===== src/rtl/core/bsft_pkg.sv =====
// Shared types and constants of the byte-stuffed frame transmitter.
// No dependencies.
package bsft_pkg;

    localparam int BYTE_W      = 8;
    localparam int CFG_IDX_W   = 4;
    localparam int QUEUE_DEPTH = 4;
    localparam int QUEUE_AW    = $clog2(QUEUE_DEPTH);
    localparam int QUEUE_CW    = $clog2(QUEUE_DEPTH + 1);

    // configuration register indexes
    localparam logic [CFG_IDX_W-1:0] REG_FLAG    = 4'd0;
    localparam logic [CFG_IDX_W-1:0] REG_ESCAPE  = 4'd1;
    localparam logic [CFG_IDX_W-1:0] REG_MASK    = 4'd2;
    localparam logic [CFG_IDX_W-1:0] REG_ADDRESS = 4'd3;

    localparam logic [BYTE_W-1:0] FLAG_RST    = 8'd126;
    localparam logic [BYTE_W-1:0] ESCAPE_RST  = 8'd125;
    localparam logic [BYTE_W-1:0] MASK_RST    = 8'd32;
    localparam logic [BYTE_W-1:0] ADDRESS_RST = 8'd3;

    typedef struct packed {
        logic [BYTE_W-1:0] flag_value;
        logic [BYTE_W-1:0] escape_value;
        logic [BYTE_W-1:0] stuff_mask;
        logic [BYTE_W-1:0] address_value;
    } cfg_t;

    // one classified item as queued between front and back
    typedef struct packed {
        logic [BYTE_W-1:0] data;
        logic [BYTE_W-1:0] control;
        logic              first;
        logic              last;
        logic [BYTE_W-1:0] bcc;    // running payload XOR including this byte
    } cmd_t;

    typedef struct packed {
        logic push;
        logic full;
    } q_wr_t;

    typedef struct packed {
        logic pop;
        logic valid;
    } q_rd_t;

endpackage


===== src/rtl/core/byte_stuffed_frame_transmitter.sv =====
// Top level of the byte-stuffed frame transmitter: configuration registers,
// front end, command queue and back end. Depends on bsft_pkg and the bsft_* modules.
//
// Turns payload bytes marked first/last into a byte-stuffed frame, one line
// byte per output transfer. A first byte opens the frame with the flag, then
// the stuffed address, control byte and header check (address XOR control).
// Each payload byte is stuffed: a byte equal to the flag or escape value goes
// out as escape followed by the byte XOR stuff_mask. A last byte appends the
// stuffed running payload XOR and the plain closing flag (frame_end=1).
// run_last marks the final line byte caused by an input transfer. Throughput
// is one line byte per clock while out_ready is high and the queue is not empty;
// an input item produces 1 or 2 line bytes for a plain payload byte, up to 12
// for a one-byte frame, and holds the back end until the last one is loaded.
// Inputs are taken every cycle while the 4-entry command queue has room, so
// bursts are absorbed while the line drains; the first line byte of an item
// goes out through the queue and the output register when the back end is free.
// Configuration writes (cfg_wr_en, cfg_index, cfg_data) take effect at once;
// indexes 0..3 are flag, escape, stuff mask and address, others are ignored.
module byte_stuffed_frame_transmitter import bsft_pkg::*;
(
    input  logic                 clk,
    input  logic                 rst_n,
    // configuration write port
    input  logic                 cfg_wr_en,
    input  logic [CFG_IDX_W-1:0] cfg_index,
    input  logic [BYTE_W-1:0]    cfg_data,
    // input channel
    input  logic                 in_valid,
    output logic                 in_ready,
    input  logic [BYTE_W-1:0]    payload_byte,
    input  logic                 frame_first,
    input  logic                 frame_last,
    input  logic [BYTE_W-1:0]    control_byte,
    // output channel
    output logic                 out_valid,
    input  logic                 out_ready,
    output logic [BYTE_W-1:0]    line_byte,
    output logic                 run_last,
    output logic                 frame_end
);

    cfg_t  cfg_reg;
    cmd_t  push_cmd;
    cmd_t  head_cmd;
    logic  push;
    logic  pop;
    q_wr_t wr_stat;
    q_rd_t rd_stat;

    // configuration registers; unknown indexes are dropped
    always_ff @(posedge clk or negedge rst_n)
    begin
        if (!rst_n)
        begin
            cfg_reg.flag_value    <= FLAG_RST;
            cfg_reg.escape_value  <= ESCAPE_RST;
            cfg_reg.stuff_mask    <= MASK_RST;
            cfg_reg.address_value <= ADDRESS_RST;
        end
        else if (cfg_wr_en)
        begin
            case (cfg_index)
                REG_FLAG:    cfg_reg.flag_value    <= cfg_data;
                REG_ESCAPE:  cfg_reg.escape_value  <= cfg_data;
                REG_MASK:    cfg_reg.stuff_mask    <= cfg_data;
                REG_ADDRESS: cfg_reg.address_value <= cfg_data;
                default:     cfg_reg <= cfg_reg;
            endcase
        end
    end

    // front: input transfer, running XOR, command build
    bsft_front u_front
    (
        .clk          (clk),
        .rst_n        (rst_n),
        .in_valid     (in_valid),
        .in_ready     (in_ready),
        .payload_byte (payload_byte),
        .frame_first  (frame_first),
        .frame_last   (frame_last),
        .control_byte (control_byte),
        .q_full       (wr_stat.full),
        .q_push       (push),
        .q_cmd        (push_cmd)
    );

    // decouples input acceptance from line output
    bsft_queue u_queue
    (
        .clk     (clk),
        .rst_n   (rst_n),
        .push    (push),
        .wr_cmd  (push_cmd),
        .wr_stat (wr_stat),
        .pop     (pop),
        .rd_stat (rd_stat),
        .rd_cmd  (head_cmd)
    );

    // back: frame sequencing, stuffing, output register
    bsft_back u_back
    (
        .clk       (clk),
        .rst_n     (rst_n),
        .cfg       (cfg_reg),
        .q_stat    (rd_stat),
        .q_cmd     (head_cmd),
        .q_pop     (pop),
        .out_valid (out_valid),
        .out_ready (out_ready),
        .line_byte (line_byte),
        .run_last  (run_last),
        .frame_end (frame_end)
    );

endmodule


===== src/rtl/core/bsft_front.sv =====
// Front end: accepts input transfers, keeps the running payload XOR and
// builds queue commands. Depends on bsft_pkg.
module bsft_front import bsft_pkg::*;
(
    input  logic              clk,
    input  logic              rst_n,
    input  logic              in_valid,
    output logic              in_ready,
    input  logic [BYTE_W-1:0] payload_byte,
    input  logic              frame_first,
    input  logic              frame_last,
    input  logic [BYTE_W-1:0] control_byte,
    input  logic              q_full,
    output logic              q_push,
    output cmd_t              q_cmd
);

    logic [BYTE_W-1:0] xor_reg;
    logic [BYTE_W-1:0] xor_next;

    assign in_ready = !q_full;
    assign q_push   = in_valid && in_ready;

    // a first byte restarts the check
    assign xor_next = (frame_first ? '0 : xor_reg) ^ payload_byte;

    always_comb
    begin
        q_cmd.data    = payload_byte;
        q_cmd.control = control_byte;
        q_cmd.first   = frame_first;
        q_cmd.last    = frame_last;
        q_cmd.bcc     = xor_next;
    end

    always_ff @(posedge clk or negedge rst_n)
    begin
        if (!rst_n)
        begin
            xor_reg <= '0;
        end
        else if (q_push)
        begin
            xor_reg <= xor_next;
        end
    end

endmodule


===== src/rtl/core/bsft_queue.sv =====
// Small command queue between front and back.
// Depends on bsft_pkg.
module bsft_queue import bsft_pkg::*;
(
    input  logic  clk,
    input  logic  rst_n,
    input  logic  push,
    input  cmd_t  wr_cmd,
    output q_wr_t wr_stat,
    input  logic  pop,
    output q_rd_t rd_stat,
    output cmd_t  rd_cmd
);

    cmd_t                mem_reg [QUEUE_DEPTH];
    logic [QUEUE_AW-1:0] wr_ptr_reg;
    logic [QUEUE_AW-1:0] rd_ptr_reg;
    logic [QUEUE_CW-1:0] count_reg;
    logic                do_push;
    logic                do_pop;

    assign wr_stat.full  = (count_reg == QUEUE_CW'(QUEUE_DEPTH));
    assign wr_stat.push  = do_push;
    assign rd_stat.valid = (count_reg != '0);
    assign rd_stat.pop   = do_pop;
    assign rd_cmd        = mem_reg[rd_ptr_reg];

    assign do_push = push && !wr_stat.full;
    assign do_pop  = pop && rd_stat.valid;

    always_ff @(posedge clk)
    begin
        if (do_push)
        begin
            mem_reg[wr_ptr_reg] <= wr_cmd;
        end
    end

    always_ff @(posedge clk or negedge rst_n)
    begin
        if (!rst_n)
        begin
            wr_ptr_reg <= '0;
            rd_ptr_reg <= '0;
            count_reg  <= '0;
        end
        else
        begin
            if (do_push)
            begin
                wr_ptr_reg <= wr_ptr_reg + 1'b1;
            end
            if (do_pop)
            begin
                rd_ptr_reg <= rd_ptr_reg + 1'b1;
            end
            if (do_push && !do_pop)
            begin
                count_reg <= count_reg + 1'b1;
            end
            else if (do_pop && !do_push)
            begin
                count_reg <= count_reg - 1'b1;
            end
        end
    end

endmodule


===== src/rtl/core/bsft_back.sv =====
// Back end: walks each queued command through header (first), payload, check and
// closing flag (last), stuffing, into the output register. Depends on bsft_pkg.
module bsft_back import bsft_pkg::*;
(
    input  logic              clk,
    input  logic              rst_n,
    input  cfg_t              cfg,
    input  q_rd_t             q_stat,
    input  cmd_t              q_cmd,
    output logic              q_pop,
    output logic              out_valid,
    input  logic              out_ready,
    output logic [BYTE_W-1:0] line_byte,
    output logic              run_last,
    output logic              frame_end
);

    localparam logic [2:0] S_START = 3'd0;
    localparam logic [2:0] S_OPEN  = 3'd1;
    localparam logic [2:0] S_ADDR  = 3'd2;
    localparam logic [2:0] S_CTRL  = 3'd3;
    localparam logic [2:0] S_HCS   = 3'd4;
    localparam logic [2:0] S_DATA  = 3'd5;
    localparam logic [2:0] S_BCC   = 3'd6;
    localparam logic [2:0] S_CLOSE = 3'd7;

    logic [2:0]        step_reg, step_next, step_eff, step_after;
    logic              esc_reg, esc_next;
    logic              out_valid_reg, out_valid_next;
    logic [BYTE_W-1:0] line_byte_reg, line_byte_next;
    logic              run_last_reg, run_last_next;
    logic              frame_end_reg, frame_end_next;
    logic [BYTE_W-1:0] cur_val;
    logic              stuffed;
    logic              is_close;
    logic              needs_esc;
    logic              step_done;
    logic              item_done;
    logic              load;

    assign step_eff = (step_reg == S_START) ? (q_cmd.first ? S_OPEN : S_DATA) : step_reg;

    always_comb
    begin
        cur_val  = q_cmd.data;
        stuffed  = 1'b1;
        is_close = 1'b0;
        case (step_eff)
            S_OPEN:
            begin
                cur_val = cfg.flag_value;
                stuffed = 1'b0;
            end
            S_ADDR:  cur_val = cfg.address_value;
            S_CTRL:  cur_val = q_cmd.control;
            S_HCS:   cur_val = cfg.address_value ^ q_cmd.control;
            S_DATA:  cur_val = q_cmd.data;
            S_BCC:   cur_val = q_cmd.bcc;
            S_CLOSE:
            begin
                cur_val  = cfg.flag_value;
                stuffed  = 1'b0;
                is_close = 1'b1;
            end
            default: cur_val = q_cmd.data;
        endcase
    end

    always_comb
    begin
        case (step_eff)
            S_OPEN:  step_after = S_ADDR;
            S_ADDR:  step_after = S_CTRL;
            S_CTRL:  step_after = S_HCS;
            S_HCS:   step_after = S_DATA;
            S_DATA:  step_after = q_cmd.last ? S_BCC : S_START;
            S_BCC:   step_after = S_CLOSE;
            S_CLOSE: step_after = S_START;
            default: step_after = S_START;
        endcase
    end

    assign needs_esc = stuffed && ((cur_val == cfg.flag_value) ||
                                   (cur_val == cfg.escape_value));
    // escape byte first, transformed byte on the next output load
    assign step_done = !needs_esc || esc_reg;
    assign item_done = step_done && (step_after == S_START);
    assign load      = q_stat.valid && (!out_valid_reg || out_ready);
    assign q_pop     = load && item_done;

    always_comb
    begin
        step_next      = step_reg;
        esc_next       = esc_reg;
        out_valid_next = out_valid_reg;
        line_byte_next = line_byte_reg;
        run_last_next  = run_last_reg;
        frame_end_next = frame_end_reg;
        if (load)
        begin
            out_valid_next = 1'b1;
            run_last_next  = item_done;
            frame_end_next = is_close;
            if (needs_esc && !esc_reg)
            begin
                line_byte_next = cfg.escape_value;
                esc_next       = 1'b1;
            end
            else if (esc_reg)
            begin
                line_byte_next = cur_val ^ cfg.stuff_mask;
                esc_next       = 1'b0;
            end
            else
            begin
                line_byte_next = cur_val;
            end
            if (step_done)
            begin
                step_next = step_after;
            end
        end
        else if (out_ready)
        begin
            out_valid_next = 1'b0;
        end
    end

    always_ff @(posedge clk or negedge rst_n)
    begin
        if (!rst_n)
        begin
            step_reg      <= S_START;
            esc_reg       <= 1'b0;
            out_valid_reg <= 1'b0;
        end
        else
        begin
            step_reg      <= step_next;
            esc_reg       <= esc_next;
            out_valid_reg <= out_valid_next;
        end
    end

    always_ff @(posedge clk)
    begin
        line_byte_reg <= line_byte_next;
        run_last_reg  <= run_last_next;
        frame_end_reg <= frame_end_next;
    end

    assign out_valid = out_valid_reg;
    assign line_byte = line_byte_reg;
    assign run_last  = run_last_reg;
    assign frame_end = frame_end_reg;

endmodule


===== config.mk =====
export PLATFORM = sky130hd
export DESIGN_NAME = byte_stuffed_frame_transmitter
export DESIGN_NICKNAME = d
export VERILOG_FILES = /design/src/rtl/core/bsft_pkg.sv /design/src/rtl/core/byte_stuffed_frame_transmitter.sv /design/src/rtl/core/bsft_front.sv /design/src/rtl/core/bsft_queue.sv /design/src/rtl/core/bsft_back.sv
export SDC_FILE = /design/constraint.sdc
export NUM_CORES = 1
export LEC_CHECK = 0
export BUFFER_PORTS_ARGS = -buffer_cell sky130_fd_sc_hd__buf_2
export CORE_MARGIN = 1.5
export CORE_UTILIZATION = 46
export DETAILED_ROUTE_END_ITERATION = 10
export GPL_TIMING_DRIVEN = 0
export PLACE_DENSITY_LB_ADDON = 0.05
export SLEW_MARGIN = 25
export SYNTH_ARGS = -nofsm -noshare
export SYNTH_HDL_FRONTEND = slang
export SYNTH_HIERARCHICAL = 1
export SYNTH_SLANG_ARGS = --single-unit

===== constraint.sdc =====
create_clock -name clk -period 7.15 [get_ports clk]
set_clock_uncertainty 0.1 [all_clocks]
set_input_delay 0.3575 -clock clk [delete_from_list [all_inputs] [get_ports clk]]
set_output_delay 0.3575 -clock clk [all_outputs]
set_load 0.05 [all_outputs]

After elaboration in Yosys (flattened, before gate mapping)
Memories as Yosys holds them, arrays and structs flattened.
Index checks and enable logic that the tools add are counted.
W data, S select, Z words.
{"block": "classes", "addsub": 4, "eq_ne": 13, "muxes": 17, "bitwise_logic": 3, "reduce_logical": 31}
{"op": "$pmux W8 S5", "n": 1}
{"op": "$mux W8", "n": 3}
{"op": "$xor A8 B8 Y8", "n": 3}
{"op": "$pmux W3 S6", "n": 1}
{"op": "$eq A8 B8 Y1", "n": 2}
{"op": "$eq A3 B3 Y1 const B", "n": 5}
{"op": "$mux W3", "n": 5}
{"op": "$logic_and A1 B1 Y1", "n": 10}
{"op": "$reduce_and A2 Y1", "n": 5}
{"op": "$eq A4 B2 Y1 const B", "n": 2}
{"op": "$mux W1", "n": 7}
{"op": "$eq A3 B2 Y1 const B", "n": 2}
{"op": "$logic_not A1 Y1", "n": 6}
{"op": "$logic_not A3 Y1", "n": 2}
{"op": "$add A2 B1 Y2 const B", "n": 2}
{"op": "$eq A4 B1 Y1 const B", "n": 1}
{"op": "$logic_not A4 Y1", "n": 1}
{"op": "$reduce_bool A2 Y1", "n": 2}
{"op": "$add A3 B1 Y3 const B", "n": 1}
{"op": "$eq A3 B1 Y1 const B", "n": 1}
{"op": "$logic_or A1 B1 Y1", "n": 3}
{"op": "$reduce_bool A3 Y1", "n": 1}
{"op": "$sub A3 B1 Y3 const B", "n": 1}
{"op": "$reduce_or A2 Y1", "n": 1}
{"block": "word_totals", "ff_bits": 62, "mem_bits_rw": 104, "inputBits": 35, "out_inout_bits": 12, "elab_cells": 83, "n_memories": 1}
{"memory": "u_queue.mem_reg", "depth": 4, "width": 26, "rd": 1, "rd_clocked_by_memory_dff": 0, "wr": 1, "line": "bsft_queue.sv:15", "source": "cmd_t mem_reg [QUEUE_DEPTH];"}

Longest topological paths before layout
Gate-level depths: netlist (run 1).
An unclocked memory read counts as a cell.
{"block": "logic_depth", "word_depth": 17, "depth_mapped": 21, "mapped_depth_nobuf": 16}

Hierarchy
Netlist (run 1), hierarchy kept.
{"mod": "bsft_queue", "instances": 1, "cells_per_inst": 174, "area_each_um2": 4250.3}
{"mod": "bsft_back", "instances": 1, "cells_per_inst": 234, "area_each_um2": 1918.1}
{"mod": "byte_stuffed_frame_transmitter", "instances": 1, "cells_per_inst": 72, "area_each_um2": 1267.5}
{"mod": "bsft_front", "instances": 1, "cells_per_inst": 78, "area_each_um2": 690.7}

Worst setup path after synthesis (run 1)
Ideal clock, no wire load.
{"block": "synth_path", "path_type": "reg-to-reg", "start": "register u_queue.rd_ptr_reg[0]", "end": "register u_queue.count_reg[2]", "arrival_time_ps": 4162, "setup_slack_ps": 2809, "stages_incl_launch_ff": 22, "period_less_slack_ps": 4341, "cell_sequence": "dfrtp_1 -> buf_6 -> buf_12 -> mux4_2 -> clkbuf_1 -> or4_4 -> and2_4 -> buf_6 -> nor2_4 -> nor2_2 -> a221o_1 -> nor4_4 -> a21oi_2 -> buf_6 -> and3_1 -> nand2_1 -> ha_1 -> inv_1 -> fa_1 -> xor2_1 -> nor2_1 -> xor2_1"}
{"element": "start: declaration", "line": "bsft_queue.sv:17", "source": "logic [QUEUE_AW-1:0] rd_ptr_reg;"}
{"element": "start signal: assignment", "line": "bsft_queue.sv:55", "source": "rd_ptr_reg <= rd_ptr_reg + 1'b1;"}
{"element": "end signal: assignment", "line": "bsft_queue.sv:59", "source": "count_reg <= count_reg + 1'b1;"}
{"element": "end signal: assignment", "line": "bsft_queue.sv:63", "source": "count_reg <= count_reg - 1'b1;"}
{"element": "end: declaration", "line": "bsft_queue.sv:18", "source": "logic [QUEUE_CW-1:0] count_reg;"}

==> results of run 1 <==
## final cells by class
type,count,share of cell area
Timing Repair Buffer,42,0.0307
Sequential cell,166,0.511
Multi-Input combinational cell,320,0.313
Inverter,25,0.0101
Tap cell,225,0.0303
Buffer,44,0.0402
Clock buffer,20,0.0527
Clock inverter,12,0.0120
## power by group through the flow
stage | Combinational [mW] | Sequential [mW] | Clock (mW)
finish | 1.88 | 1.47 | 0.899
global route | 2.03 | 1.50 | 0.956
CTS | 1.89 | 1.47 | 0.922
detailed placement | 1.88 | 1.49 | 0
global placement | 1.83 | 1.49 | 0
floorplan | 1.30 | 1.56 | 0
## stage by stage
stage,hold slack [ps],utilization,power [mW],cell area [um^2],instances
after CTS,7.72,0.538,4.28,9280,854
after floorplan,-38.1,-,2.87,8110,555
after global placement,376,0.497,3.32,8570,817
after global routing,11.8,0.538,4.48,9280,854
final,29.3,0.538,4.25,9280,854
after detailed placement,359,0.503,3.37,8670,821
## worst paths after layout
check | endpoint | cells after the start
setup / recovery | u_queue/count_reg[2] | 20
hold / removal | u_queue/mem_reg[1][14] | 1
setup reg to reg | u_queue/count_reg[2] | 20
hold reg to reg | u_queue/count_reg[2] | 1
max in group asynchronous | cfg_reg[23] | 2
min in group asynchronous | u_back/step_reg[1] | 2
## routing by layer
metal | global-route usage | wire (um)
met1 | 0.268 | 7840
met2 | 0.345 | 8880
met3 | 0.0419 | 597
met4 | 0.0681 | 281
met5 | 0 | 0
==> out/results.txt, run 1 <==
Worst path slowest cell: or4_4
Crit path buf inv count: 6
Max VDD drop: 0.000207 V
Worst Path Required: 7400 ps
Clk sink count: 166
Max reg flops: 104
Count of mapped cells out of synthesis: 555
H-tree Lvls: 4
Commonest non-fill, non-tap cell in the layout: edfxtp_1
Layout Nets: 657
Layout fillers: 1,440
IO Pins: 47
WL/cell: 20.6 um
Resized cells post-CTS: 0
PD cells: 458 nW/um^2
# diodes: 0
RSZ-0062 raised after global routing: false
Clock-pin slew on the worst setup and hold paths: 70 ps
Via count: 4,791
Worst Path Class, Setup: reg -> reg
Die area: 18,400 um^2
CP Max Fanout: 10
Most frequent cells in the layout: 114 x edfxtp_1, 44 x buf_2, 37 x dfrtp_1, 35 x mux2_2, 28 x a21oi_1
Synthesized area: 8110 um^2
Clk root buf: clkbuf_16
Clock buffer depth: 2
TNS Setup: 0 ps
Hold_sp: control_byte[4]
Worst Hold Class: in -> reg
Vias in the first global route: 4,870
Number of routed nets with antenna violations: 0
Initial DRC Count: 279
Postcts setup bufs: 0
Synthesized area per cell: 14.6 um^2
Initial antenna violation count: 0
Final wirelength: 17.6 mm
Largest net degree at the start of global routing: 53
# port buffers: 37
First-pass GRT wire length: 27.4 mm
Worst setup margin: 2080 ps
Largest stage delay, worst path: 510 ps
Fin. max-slew vios: 0
DP Wirelength: 12.7 mm
Slew @ Worst Pin: 711 ps
Slew Limit Headroom: 0.526
Peak Freq: 197 MHz
Final Cycle Share: 0.709
Syn_nets: 596
Via/cell ratio: 5.61
Area of the multi-input gates: 2900 um^2
Internal power: 2.64 mW
Net Switching: 1.61 mW
Initial Util: 0.470
Global Route Usage Sum: 0.206
Status: complete, no violations
CTS Buf Count: 17
Gp weighted congestion: 0.890
Switching Share: 0.378
Final setup fails: 0
DRC Markers: 0
Final hold vios: 0
Storage cell area: 4740 um^2
Die height: 136 um
Die Wd: 136 um
CTS tree: done
CP startpoint: u_queue/rd_ptr_reg[1]
Pre-CTS WS: 2060 ps
Maxcap violations: 0
Crit path launch type: flip-flop
CP arrival: 5320 ps
Crit-path cells: buf_2 > buf_2 > mux4_2 > clkbuf_1 > or4_4 > and2_4 > buf_6 > o21ai_1 > o211ai_1 > nor4_4 > a21oi_2 > buf_6 > and3_1 > nand2_1 > ha_1 > inv_1 > fa_1 > xor2_1 > nor2_1 > xor2_1
Area delta synth->final: 14.5%
Grt ovf: 0
R2R Setup Slk: 2080 ps
Share of power burned in registers: 0.346
Lkg Pwr: 3.53 nW
Crit path max-delay family: simple AND/OR/NAND/NOR gates
Crit. End Element: flip-flop
Core area: 17,200 um^2
DRT Pass-1 Iters: 5
Cts hold-fix bufs: 1
Tmin final: 5070 ps
Clock share of power: 0.211
Warnings from Yosys: 6
Combinational fraction of design power: 0.442
Clock Latency Late Sink: 430 ps
Std-Cell Rows: 48
Layout cells sized above 1: 0.335
FF-to-FF Start: u_queue/rd_ptr_reg[1]
Power figures use the tool's default switching activity.
==> run 2: changes to the inputs <==
--- a/config.mk
+++ b/config.mk
@@ -5,6 +5,7 @@
 export SDC_FILE = /design/constraint.sdc
 export NUM_CORES = 1
 export LEC_CHECK = 0
+export ABC_AREA = 1
 export BUFFER_PORTS_ARGS = -buffer_cell sky130_fd_sc_hd__buf_2
 export CORE_MARGIN = 1.5
 export CORE_UTILIZATION = 46
==> constraint.sdc (replaced) <==
create_clock -name clk -period 4.99 [get_ports clk]
set_clock_uncertainty 0.1 [all_clocks]
set_input_delay 0.2495 -clock clk [delete_from_list [all_inputs] [get_ports clk]]
set_output_delay 0.2495 -clock clk [all_outputs]
set_load 0.05 [all_outputs]
==> out/results.txt, run 2 <==
CP Max Fanout: 10 (unchanged)
H-tree Lvls: 4 (unchanged)
Largest stage delay, worst path: 410 ps (was 510 ps)
WL/cell: 17.2 um (was 20.6 um)
Clk sink count: 166 (unchanged)
Number of routed nets with antenna violations: 0 (unchanged)
Top cell by count, worst path: nand2_1
Grt ovf: 0 (unchanged)
DRC Markers: 4 (was 0)
Final hold vios: 0 (unchanged)
Hold_sp: payload_byte[7] (was control_byte[4])
Via/cell ratio: 5.19 (was 5.61)
PD cells: 630 nW/um^2 (was 458 nW/um^2)
Synthesized area per cell: 9.75 um^2 (was 14.6 um^2)
Die height: 139 um (was 136 um)
Core area: 18,100 um^2 (was 17,200 um^2)
TNS Setup: 0 ps (unchanged)
IO Pins: 47 (unchanged)
CP arrival: 4590 ps (was 5320 ps)
Area delta synth->final: 15.3% (was 14.5%)
FF-to-FF Start: u_queue/rd_ptr_reg[0] (was u_queue/rd_ptr_reg[1])
Maxcap violations: 0 (unchanged)
Initial Util: 0.473 (was 0.470)
Status: finished with violations (was complete, no violations)
Vias in the first global route: 6,166 (was 4,870)
Max VDD drop: 0.000325 V (was 0.000207 V)
Final non-filler cell total: 1,197 (was 854)
Syn_nets: 918 (was 596)
CTS Buf Count: 17 (unchanged)
Commonest non-fill, non-tap cell in the layout: nand2_1 (was edfxtp_1)
Resized cells post-CTS: 0 (unchanged)
Final setup fails: 0 (unchanged)
Most frequent cells in the layout: 297 x nand2_1, 114 x edfxtp_1, 108 x inv_1, 51 x nand3_1, 45 x buf_2 (was 114 x edfxtp_1, 44 x buf_2, 37 x dfrtp_1, 35 x mux2_2, 28 x a21oi_1)
Final wirelength: 20.6 mm (was 17.6 mm)
Final Cycle Share: 0.877 (was 0.709)
Global Route Usage Sum: 0.224 (was 0.206)
Lkg Pwr: 4.44 nW (was 3.53 nW)
Cts hold-fix bufs: 18 (was 1)
Slew @ Worst Pin: 766 ps (was 711 ps)
Final Util: 0.545 (was 0.538)
CTS tree: done (unchanged)
Layout Nets: 996 (was 657)
Std-Cell Rows: 49 (was 48)
# diodes: 0 (unchanged)
DRT Pass-1 Iters: 9 (was 5)
DP Wirelength: 14.9 mm (was 12.7 mm)
Synthesized area: 8550 um^2 (was 8110 um^2)
Worst Path Required: 5200 ps (was 7400 ps)
Clk root buf: clkbuf_16 (unchanged)
Dpl cells: 1,147 (was 821)
CP startpoint: u_queue/rd_ptr_reg[0] (was u_queue/rd_ptr_reg[1])
Via count: 6,213 (was 4,791)
Initial DRC Count: 394 (was 279)
Tmin final: 4380 ps (was 5070 ps)
Gp weighted congestion: 0.853 (was 0.890)
Layout cells sized above 1: 0.248 (was 0.335)
RSZ-0062 raised after global routing: false (unchanged)
Pre-CTS WS: 627 ps (was 2060 ps)
# port buffers: 37 (unchanged)
Worst Path Class, Setup: reg -> reg (unchanged)
Worst setup margin: 614 ps (was 2080 ps)
Die area: 19,400 um^2 (was 18,400 um^2)
Clock Latency Late Sink: 430 ps (about the same)
Max reg flops: 104 (unchanged)
Die Wd: 139 um (was 136 um)
Initial antenna violation count: 0 (unchanged)
First-pass GRT wire length: 32.9 mm (was 27.4 mm)
Crit. End Element: flip-flop (unchanged)
Postcts setup bufs: 0 (unchanged)
Count of mapped cells out of synthesis: 877 (was 555)
Largest net degree at the start of global routing: 53 (unchanged)
Fin. max-slew vios: 0 (unchanged)
Crit path launch type: flip-flop (unchanged)
Clock buffer depth: 2 (unchanged)
Clock-pin slew on the worst setup and hold paths: 70 ps (about the same)
Warnings from Yosys: 6 (unchanged)
Worst Hold Class: in -> reg (unchanged)
Slew Limit Headroom: 0.489 (was 0.526)
Worst path slowest cell: fa_1 (was or4_4)
Peak Freq: 228 MHz (was 197 MHz)
Failing checks: DRC
==> run 2: power by group <==
group / leakage, nW / total [mW] / switching (mW) / internal [mW]
registers: 1.67 / 2.07 / 0.163 / 1.91
logic: 2.51 / 2.91 / 1.97 / 0.942
clock network: 0.258 / 1.22 / 0.570 / 0.647
==> run 2: layer usage <==
layer,track usage,wire length (um),vias to the layer above
met3,0.0420,802,17
met2,0.382,10400,123
met1,0.289,9130,3023
met5,0,0,-
met4,0.0705,272,0
li1,-,-,3050
==> run 2: area by class of cell <==
cell class              count  area [um^2]
plain buffers              46          353
clock buffers              17          425
clock inverters            15          118
fillers                  1607         8230
inverters                 121          455
multi-input cells         544         3030
flip-flops and latches    166         4740
well taps                 229          287
repair buffers             59          445
==> run 2: worst max-delay path, delay by kind of cell, from the launching register on <==
family,cells,cell delay (ps)
and+or+nand+nor,19,2250
buffers and inverters,5,660
adders and majority gates,2,660
DFF,1,400
AOI/OAI and AO/OA,2,170
==> run 2: metrics by stage <==
stage                     area, um^2  total power [mW]  hold slack (ps)
after floorplan                 8550              4.20             -146
after global placement          9020              4.89              351
after detailed placement        9130              5.02              259
after CTS                       9850              6.26             17.6
after global routing            9850              6.64             30.0
final                           9850              6.20             36.0
==> run 2: final timing paths <==
check	depth (start not counted)	slack, ps	endpoint
worst max-delay path	28	610	u_queue/count_reg[1]
worst min-delay path	2	40	u_queue/mem_reg[3][25]
worst max register to register	28	610	u_queue/count_reg[1]
worst min register to register	2	370	cfg_reg[18]
max in group asynchronous	2	3950	u_front/xor_reg[5]
min in group asynchronous	2	340	u_back/step_reg[0]
==> run 3: changes to the inputs <==
--- a/config.mk
+++ b/config.mk
@@ -6,10 +6,10 @@
 export NUM_CORES = 1
 export LEC_CHECK = 0
 export ABC_AREA = 1
-export BUFFER_PORTS_ARGS = -buffer_cell sky130_fd_sc_hd__buf_2
 export CORE_MARGIN = 1.5
 export CORE_UTILIZATION = 46
 export DETAILED_ROUTE_END_ITERATION = 10
+export DONT_BUFFER_PORTS = 1
 export GPL_TIMING_DRIVEN = 0
 export PLACE_DENSITY_LB_ADDON = 0.05
 export SLEW_MARGIN = 25
==> out/results.txt, run 3 (synthesis results as in run 2) <==
Crit path buf inv count: 5 (unchanged)
DRT Pass-1 Iters: 8 (was 9)
Vias in the first global route: 6,149 (was 6,166)
Clock Latency Late Sink: 430 ps (about the same)
TNS Setup: 0 ps (unchanged)
Stages on worst setup path: 28 (unchanged)
Max VDD drop: 0.000298 V (was 0.000325 V)
H-tree Lvls: 4 (unchanged)
Slew Limit Headroom: 0.604 (was 0.489)
Initial Util: 0.473 (unchanged)
Worst Path Required: 5200 ps (about the same)
Post-route cell area: 9930 um^2 (was 9850 um^2)
RSZ-0062 raised after global routing: false (unchanged)
IO Pins: 47 (unchanged)
Die area: 19,400 um^2 (unchanged)
Top cell by count, worst path: nand2_1 (unchanged)
Dpl cell area: 8960 um^2 (was 9130 um^2)
# diodes: 0 (unchanged)
Gp weighted congestion: 0.889 (was 0.853)
Via count: 6,136 (was 6,213)
Final Cycle Share: 0.873 (was 0.877)
R2R Setup Slk: 630 ps (was 610 ps)
CP startpoint: u_queue/rd_ptr_reg[0] (unchanged)
CP arrival: 4570 ps (was 4590 ps)
Most frequent cells in the layout: 297 x nand2_1, 114 x edfxtp_1, 108 x inv_1, 51 x nand3_1, 41 x dlygate4sd3_1 (was 297 x nand2_1, 114 x edfxtp_1, 108 x inv_1, 51 x nand3_1, 45 x buf_2)
Layout Nets: 983 (was 996)
Worst hold margin: 25.6 ps (was 36.0 ps)
CP Max Fanout: 10 (unchanged)
Worst Path Class, Setup: reg -> reg (unchanged)
Clock buffer depth: 2 (unchanged)
Via/cell ratio: 5.18 (was 5.19)
Layout cells sized above 1: 0.213 (was 0.248)
Global Route Usage Sum: 0.221 (was 0.224)
Std-Cell Rows: 49 (unchanged)
Grt ovf: 0 (unchanged)
Crit. End Element: flip-flop (unchanged)
Maxcap violations: 0 (unchanged)
Fin. max-slew vios: 0 (unchanged)
Crit path max-delay family: simple AND/OR/NAND/NOR gates (unchanged)
Tmin final: 4360 ps (was 4380 ps)
Dpl cells: 1,110 (was 1,147)
PD cells: 620 nW/um^2 (was 630 nW/um^2)
Initial DRC Count: 424 (was 394)
DP Wirelength: 14.7 mm (was 14.9 mm)
Area delta synth->final: 16.2% (was 15.3%)
Postcts setup bufs: 0 (unchanged)
Layout fillers: 1,584 (was 1,607)
Clk root buf: clkbuf_16 (unchanged)
Worst setup margin: 633 ps (was 614 ps)
Clk sink count: 166 (unchanged)
Die height: 139 um (unchanged)
CTS tree: done (unchanged)
Pre-CTS WS: 676 ps (was 627 ps)
Final non-filler cell total: 1,184 (was 1,197)
Crit path launch type: flip-flop (unchanged)
Lkg Pwr: 4.39 nW (was 4.44 nW)
Failing checks: DRC (unchanged)
Peak Freq: 230 MHz (was 228 MHz)
Clock-pin slew on the worst setup and hold paths: 70 ps (about the same)
Commonest non-fill, non-tap cell in the layout: nand2_1 (unchanged)
R2R Path End: u_queue/count_reg[1] (unchanged)
Largest net degree at the start of global routing: 53 (unchanged)
Final setup fails: 0 (unchanged)
Final wirelength: 20.4 mm (was 20.6 mm)
Largest stage delay, worst path: 410 ps (about the same)
Slew @ Worst Pin: 593 ps (was 766 ps)
Initial antenna violation count: 0 (unchanged)
WL/cell: 17.2 um (about the same)
Worst Setup EP: u_queue/count_reg[1] (unchanged)
# port buffers: 0 (was 37)
Die Wd: 139 um (unchanged)
Status: finished with violations (unchanged)
R2r worst-path depth: 28 (unchanged)
First-pass GRT wire length: 33.0 mm (was 32.9 mm)
Worst path slowest cell: nor2_1 (was fa_1)
FF-to-FF Start: u_queue/rd_ptr_reg[0] (unchanged)
DRC Markers: 4 (unchanged)
Number of routed nets with antenna violations: 0 (unchanged)
CTS Buf Count: 17 (unchanged)
Worst Hold Class: in -> reg (unchanged)
Max reg flops: 104 (unchanged)
Final hold vios: 0 (unchanged)
Core area: 18,100 um^2 (unchanged)
run 3: cell types whose count changed in the layout (fill, tap and decap cells not counted), sizes merged:
cell | before | now
buf | 87 | 51
dlygate4sd3 | 18 | 41
inv | 126 | 123
clkbuf | 17 | 19
clkinvlp | 3 | 5
clkinv | 7 | 6
run 3: final cells by class:
cell class | count | area [um^2] | share of cell area
plain buffers | 46 | 353 | 0.0355
clock buffers | 19 | 433 | 0.0436
clock inverters | 13 | 100 | 0.0101
inverters | 121 | 455 | 0.0459
multi-input cells | 544 | 3030 | 0.305
flip-flops and latches | 166 | 4740 | 0.478
well taps | 229 | 287 | 0.0289
repair buffers | 46 | 533 | 0.0537
run 3: worst min-delay path: stages:
cell and delay, ps:
nand2_1 60, inv_2 100, nand4_1 90, nand2_1 50
run 3: worst min path at each step:
stage	start	to	slack, ps	cells past startpoint
after detailed placement	rst_n	u_back/step_reg[0]	-140	0
after global routing	cfg_index[0]	cfg_reg[1]	20	4
after global placement	rst_n	u_back/step_reg[1]	-140	0
final	cfg_index[0]	cfg_reg[1]	30	4
after CTS	cfg_index[0]	cfg_reg[1]	10	4
after floorplan	rst_n	cfg_reg[10]	-150	0
run 3: timing repair:
item,CTS,global route
endpoints found under the setup margin,0,0
resized for setup,0,0
endpoints found under the hold margin,172,0
hold buffers,42,0
run 3: metal layers:
layer / vias to the layer above / track usage / share of wire
met4: 0 / 0.0672 / 0.016
met3: 25 / 0.0458 / 0.042
met2: 140 / 0.368 / 0.49
met1: 2957 / 0.293 / 0.45
met5: - / 0 / 0
li1: 3014 / - / -
run 3: power by group:
group	leakage (nW)	internal, mW	switching [mW]
registers	1.67	1.92	0.333
clock network	0.244	0.642	0.548
logic	2.47	0.927	1.79
total	4.39	3.49	2.67
run 3: stage by stage:
| step | total power [mW] | util |
|---|---|---|
| 4_1_cts | 6.19 | 0.549 |
| 5_1_grt | 6.58 | 0.549 |
| 3_5_place_dp | 4.94 | 0.495 |
| 2_1_floorplan | 4.20 | - |
| 6_report | 6.15 | 0.549 |
| 3_3_place_gp | 4.81 | 0.488 |
